==> src/decolorize_weight_search_defines.svh <==
// Assertion macros shared by the decolorize weight search RTL.
// Expects clk_i and rst_ni in the scope where a macro is used.
`ifndef DECOLORIZE_WEIGHT_SEARCH_DEFINES_SVH
`define DECOLORIZE_WEIGHT_SEARCH_DEFINES_SVH

// Consequent must hold in the same cycle as the antecedent.
`define DWS_ASSERT_NOW(lbl, ante, cons, msg) \
  lbl: assert property (@(posedge clk_i) disable iff (!rst_ni) (ante) |-> (cons)) \
    else $error(msg);

// Consequent must hold in the cycle after the antecedent.
`define DWS_ASSERT_NEXT(lbl, ante, cons, msg) \
  lbl: assert property (@(posedge clk_i) disable iff (!rst_ni) (ante) |=> (cons)) \
    else $error(msg);

`endif

==> src/dws_pkg.sv <==
// Shared types and constants for the decolorize weight search block.
// No dependencies; used by dws_cell, dws_grey and the top level.
`default_nettype none

package dws_pkg;

  localparam int unsigned WEIGHT_STEPS_DEF = 10;
  localparam int unsigned ACC_BITS_DEF     = 48;

  localparam int unsigned PIX_W    = 8;
  localparam int unsigned DIFF_W   = PIX_W + 1;
  localparam int unsigned TGT_W    = 11;
  localparam int unsigned WEIGHT_W = 7;
  localparam int unsigned ERR_W    = 48;
  localparam int unsigned OP_W     = 2;

  localparam int unsigned PIX_MAX     = 255;
  localparam int unsigned TGT_MAG_MAX = 1024;
  // Deviation per step count never exceeds 10*255 + 1024.
  localparam int unsigned Q_MAX = 10 * PIX_MAX + TGT_MAG_MAX;
  localparam int unsigned Q_W   = $clog2(Q_MAX + 1);

  localparam logic [WEIGHT_W-1:0] RED_RESET   = 7'd29;
  localparam logic [WEIGHT_W-1:0] GREEN_RESET = 7'd58;
  localparam logic [WEIGHT_W-1:0] BLUE_RESET  = 7'd11;

  localparam logic [ERR_W-1:0] ERR_MAX = '1;

  // Grey = sum / 100 through a reciprocal, exact for sum < 2^15.
  localparam int unsigned GREY_SUM_W = 15;
  localparam int unsigned GREY_K     = 22;
  localparam int unsigned GREY_M_W   = 16;
  localparam logic [GREY_M_W-1:0] GREY_M = 16'd41944;

  localparam logic KIND_SEARCH = 1'b0;
  localparam logic KIND_GREY   = 1'b1;

  typedef enum logic [OP_W-1:0] {
    OP_SAMPLE = 2'd0,
    OP_FINISH = 2'd1,
    OP_PIXEL  = 2'd2,
    OP_NONE   = 2'd3
  } op_e;

  // Item travelling down the cell chain.
  typedef struct packed {
    logic                     vld;
    logic                     fin;
    logic signed [DIFF_W-1:0] dr;
    logic signed [DIFF_W-1:0] dg;
    logic signed [DIFF_W-1:0] db;
    logic signed [TGT_W-1:0]  tgt;
  } link_t;

  // Running best triple handed from cell to cell during a finish.
  typedef struct packed {
    logic                vld;
    logic                have;
    logic [WEIGHT_W-1:0] wr;
    logic [WEIGHT_W-1:0] wg;
    logic [WEIGHT_W-1:0] wb;
  } sel_t;

endpackage

`default_nettype wire

==> src/dws_grey.sv <==
// Two-stage grey conversion: weighted sum, then divide by 100 and clamp.
// Depends on dws_pkg.
`default_nettype none

module dws_grey (
  input  logic                           clk_i,
  input  logic                           rst_ni,
  input  logic                           vld_i,
  input  logic [dws_pkg::WEIGHT_W-1:0]   wr_i,
  input  logic [dws_pkg::WEIGHT_W-1:0]   wg_i,
  input  logic [dws_pkg::WEIGHT_W-1:0]   wb_i,
  input  logic [dws_pkg::PIX_W-1:0]      red_i,
  input  logic [dws_pkg::PIX_W-1:0]      green_i,
  input  logic [dws_pkg::PIX_W-1:0]      blue_i,
  output logic                           vld_o,
  output logic [dws_pkg::PIX_W-1:0]      grey_o
);

  localparam int unsigned SUM_W  = dws_pkg::GREY_SUM_W;
  localparam int unsigned PROD_W = SUM_W + dws_pkg::GREY_M_W;
  localparam int unsigned QG_W   = PROD_W - dws_pkg::GREY_K;

  logic               v1_q, v2_q;
  logic [SUM_W-1:0]   sum_q, sum_d;
  logic [PROD_W-1:0]  prod;
  logic [QG_W-1:0]    quo;
  logic [dws_pkg::PIX_W-1:0] grey_q, grey_d;

  always_comb begin
    sum_d = SUM_W'(wr_i) * SUM_W'(red_i) + SUM_W'(wg_i) * SUM_W'(green_i)
          + SUM_W'(wb_i) * SUM_W'(blue_i);
    prod  = PROD_W'(sum_q) * PROD_W'(dws_pkg::GREY_M);
    quo   = prod[dws_pkg::GREY_K +: QG_W];
    grey_d = (quo > QG_W'(dws_pkg::PIX_MAX)) ? dws_pkg::PIX_W'(dws_pkg::PIX_MAX)
                                             : dws_pkg::PIX_W'(quo);
  end

  always_ff @(posedge clk_i or negedge rst_ni) begin
    if (!rst_ni) begin
      v1_q <= 1'b0;
      v2_q <= 1'b0;
    end else begin
      v1_q <= vld_i;
      v2_q <= v1_q;
    end
  end

  always_ff @(posedge clk_i) begin
    sum_q  <= sum_d;
    grey_q <= grey_d;
  end

  assign vld_o  = v2_q;
  assign grey_o = grey_q;

endmodule

`default_nettype wire

==> config.mk <==
export PLATFORM = sky130hd
export DESIGN_NAME = dws_grey
export DESIGN_NICKNAME = d
export VERILOG_FILES = /design/src/decolorize_weight_search_defines.svh /design/src/dws_pkg.sv /design/src/dws_grey.sv
export SDC_FILE = /design/constraint.sdc
export NUM_CORES = 1
export LEC_CHECK = 0
export ABC_AREA = 1
export BUFFER_PORTS_ARGS = -buffer_cell sky130_fd_sc_hd__buf_4
export CORE_UTILIZATION = 45
export DETAILED_ROUTE_END_ITERATION = 6
export GPL_ROUTABILITY_DRIVEN = 0
export MAX_ROUTING_LAYER = met4
export PLACE_DENSITY = 0.73
export SYNTH_ARGS = -nofsm -noshare
export SYNTH_HDL_FRONTEND = slang
export SYNTH_SLANG_ARGS = --single-unit
==> constraint.sdc <==
create_clock -name clk_i -period 4.4 [get_ports clk_i]
set_clock_uncertainty 0.15 [all_clocks]
set_input_delay 0.44 -clock clk_i [delete_from_list [all_inputs] [get_ports clk_i]]
set_output_delay 0.44 -clock clk_i [all_outputs]
set_load 0.01 [all_outputs]
==> reports/results.tsv <==
metric	value	unit
Worst R2R End	grey_o[1]	
met3 usage	0.0166	
Pre-antenna DRT Iters	5	
H-tree depth	1	
Worst EP arrival	5.27	ns
hold_sp	vld_i	
Crit-path slowest cell	fa_1	
Final WS setup	-0.863	ns
Area Overhead vs Synth	20.2	%
Final Cycle Share	1.20	
RSZ-0062 raised after global routing	yes	
Synth cell types	29	
Max-slew headroom	0.794	
GRT Total Usage	0.226	
clock sink total	25	
initial antenna violation count	0	
Post-Route WL	24100	µm
worst path cell trace	buf_4, nand2_2, inv_2, fa_1, inv_2, fa_1, fa_1, fa_1, fa_1, fa_1, fa_2, inv_2, ha_4, nand2_4, nor2_4, a21oi_2, nor2_1, nor2_1, xor2_1	
f_max	190	MHz
Syn Nets	1722	
critical path's most frequent cell	fa_1	
Setup violations, final	19	
TritonCTS clock tree	yes	
CP required	4.41	ns
simple-gate portion of the synthesized area	0.144	
fill count	1987	
clock root buffer	clkbuf_16	
max-slew violation count	0	
Cell Area, Synth	0.0104	mm²
worst hold stages	1	
Placeable Area	0.0226	mm²
nets@finish	1873	
EDFF count, synth	0	
fraction of registers with async set/reset	0.0800	
std cell rows	55	
Yosys reg bits	25	
setup_tns	-8.74	ns
failing checks	negative setup slack	
Clock transition at path regs	0.07	ns
layout cell share with drive strength beyond 1	0.182	
Crit. End Element	register	
Max FO, Critical Path	6	
multiplexer share of the synthesized area	0	
pin count of the biggest net entering global routing	16	
CP peak stage delay	0.59	ns
grt met1 use	0.240	
Tmin final	5.26	ns
largest family of logic cells by synthesized area	adder cells	
Synth Area per Inst	8.02	µm²
CTS buffer count	3	
r2r startpoint	sum_q[11]	
DR vias	8274	
Synthesis Warnings	0	
Worst Tran Pin Value	0.308	ns
worst min path class	input pin to register	
global-route wire length before repair	41400	µm
hold endpoint	v1_q	
initial drt markers	326	
Synth Area in XOR/XNOR	0.0143	
flop2flop setup slack	-0.10	ns
CP Launch Type	input pin	
die height	154	µm
# DRC	0	
crit path kind	input pin to register	
Synth Area in Adders	0.601	
Max clock buf depth	2	
Die Footprint	0.0237	mm²
Final ANT Viol Nets	0	
GRT met2 Usage	0.426	
width of the die	154	µm
wire per inst	13.9	µm
worst-skew pair later-pin latency	0.27	ns
path depth of the worst reg2reg path	19	
vias in the first global route	9249	
I/O Buffers	56	
Gate Count Post-Synth	1297	
GRT busiest layer	met2	
Final HPWL DP	21600	µm
biggest area consumer among synthesized cells	fa_1	
sequential area share after synthesis	0.0491	
Max-Cap Viols	0	
Initial Utilization	0.459	
predominant post-synthesis flop cell	dfxtp_1	
Final Hold Fails	0	
share of the synthesized area in the top cell type	0.393	
Vias/cell	4.78	
# IOs	57	
compound-gate portion of the synthesized area	0.0263	
Ant. Diodes	0	
synth top area cells	fa_1, ha_1, inv_1, nand2_1, dfxtp_1	
status	finished with violations	
total global routing overflow	0	
[routing by layer]
metal	vias to the layer above	part of all wire
met2	197	0.53
met3	75	0.030
met4	0	0.047
met5	-	0
met1	3979	0.39
li1	4023	-
[critical path: cells and delay by family]
kind | cells | cell delay [ns]
adder cells (fa/ha/maj) | 8 | 3.93
AND/OR/NAND/NOR | 5 | 0.42
buffers and inverters | 4 | 0.26
XOR/XNOR | 1 | 0.13
AO/OA/AOI/OAI | 1 | 0.08
[layout make-up]
class / count / area [µm²] / area share
Clock inverter: 1 / 7.51 / 0.000600
Timing Repair Buffer: 167 / 1350 / 0.108
Sequential cell: 25 / 513 / 0.0410
Inverter: 438 / 1650 / 0.132
Tap cell: 285 / 357 / 0.0285
Clock buffer: 3 / 75.1 / 0.00600
Multi-Input combinational cell: 813 / 8550 / 0.684
[Yosys cell counts, drive strengths merged (2+ instances only)]
cell / number
fa: 204
xor2: 8
ha: 173
xnor2: 9
nor3: 10
o21ai: 12
nand4: 8
nand3b: 2
dfrtp: 2
clkbuf: 21
nor2: 28
dfxtp: 23
a21o: 3
o21bai: 3
nand2: 293
nand3: 27
inv: 438
a21oi: 29
[state kept, by name, summed over array words and instances, names as in the netlist]
name and flops:
vld_o 1, sum_q 15, grey_o 8, v1_q 1
[kinds of logic after synthesis]
group	after synthesis
adders and majority gates	377
xor gates and xnor gates	17
and+or+nand+nor	370
buffers and inverters	459
AOI/OAI and AO/OA	49
DFF	25
[layout by cell type (no fill, tap or decap), types with 17 or more instances in the layout]
cell type and count:
nand2_1 270, inv_2 20, fa_1 201, buf_4 151, a21oi_1 20, dfxtp_1 21, nor2_1 22, nand2_2 17
inv_1 416, nand3_1 21, ha_1 163
[worst max-delay path by stage]
stage                endpoint  cells past startpoint      start  slack, ns
floorplan           sum_q[12]                     19    wb_i[1]      -0.92
global placement    sum_q[12]                     19  blue_i[6]      -1.05
detailed placement  sum_q[14]                     19    wr_i[3]      -1.13
CTS                 sum_q[11]                     20    wr_i[3]      -0.80
global route        sum_q[12]                     21   red_i[6]      -1.06
finish              sum_q[12]                     19  blue_i[5]      -0.86
[per-stage QoR]
stage                     area [µm²]  hold WS [ns]  cells  worst slack [ns]  utilization
after detailed placement       12000        0.0738   1724             -1.13        0.532
final                          12500         0.117   1732            -0.863        0.552
after floorplan                10600      -0.00559   1297            -0.925            -
after global routing           12500         0.118   1732             -1.06        0.552
after CTS                      12400         0.119   1729            -0.796        0.546
after global placement         12000        0.0723   1724             -1.05        0.532
[timing repair]
item / CTS / global route
hold buffers: 1 / 0
setup buffers: 0 / 3
setup endpoints to repair: 19 / 19
pin swaps: 22 / 33
gates resized for setup: 57 / 42
endpoints found under the hold margin: 2 / 0
Power is left out: the tool's default activity adds up to more than one toggle a clock period on the data nets, which glitch-free logic cannot reach.
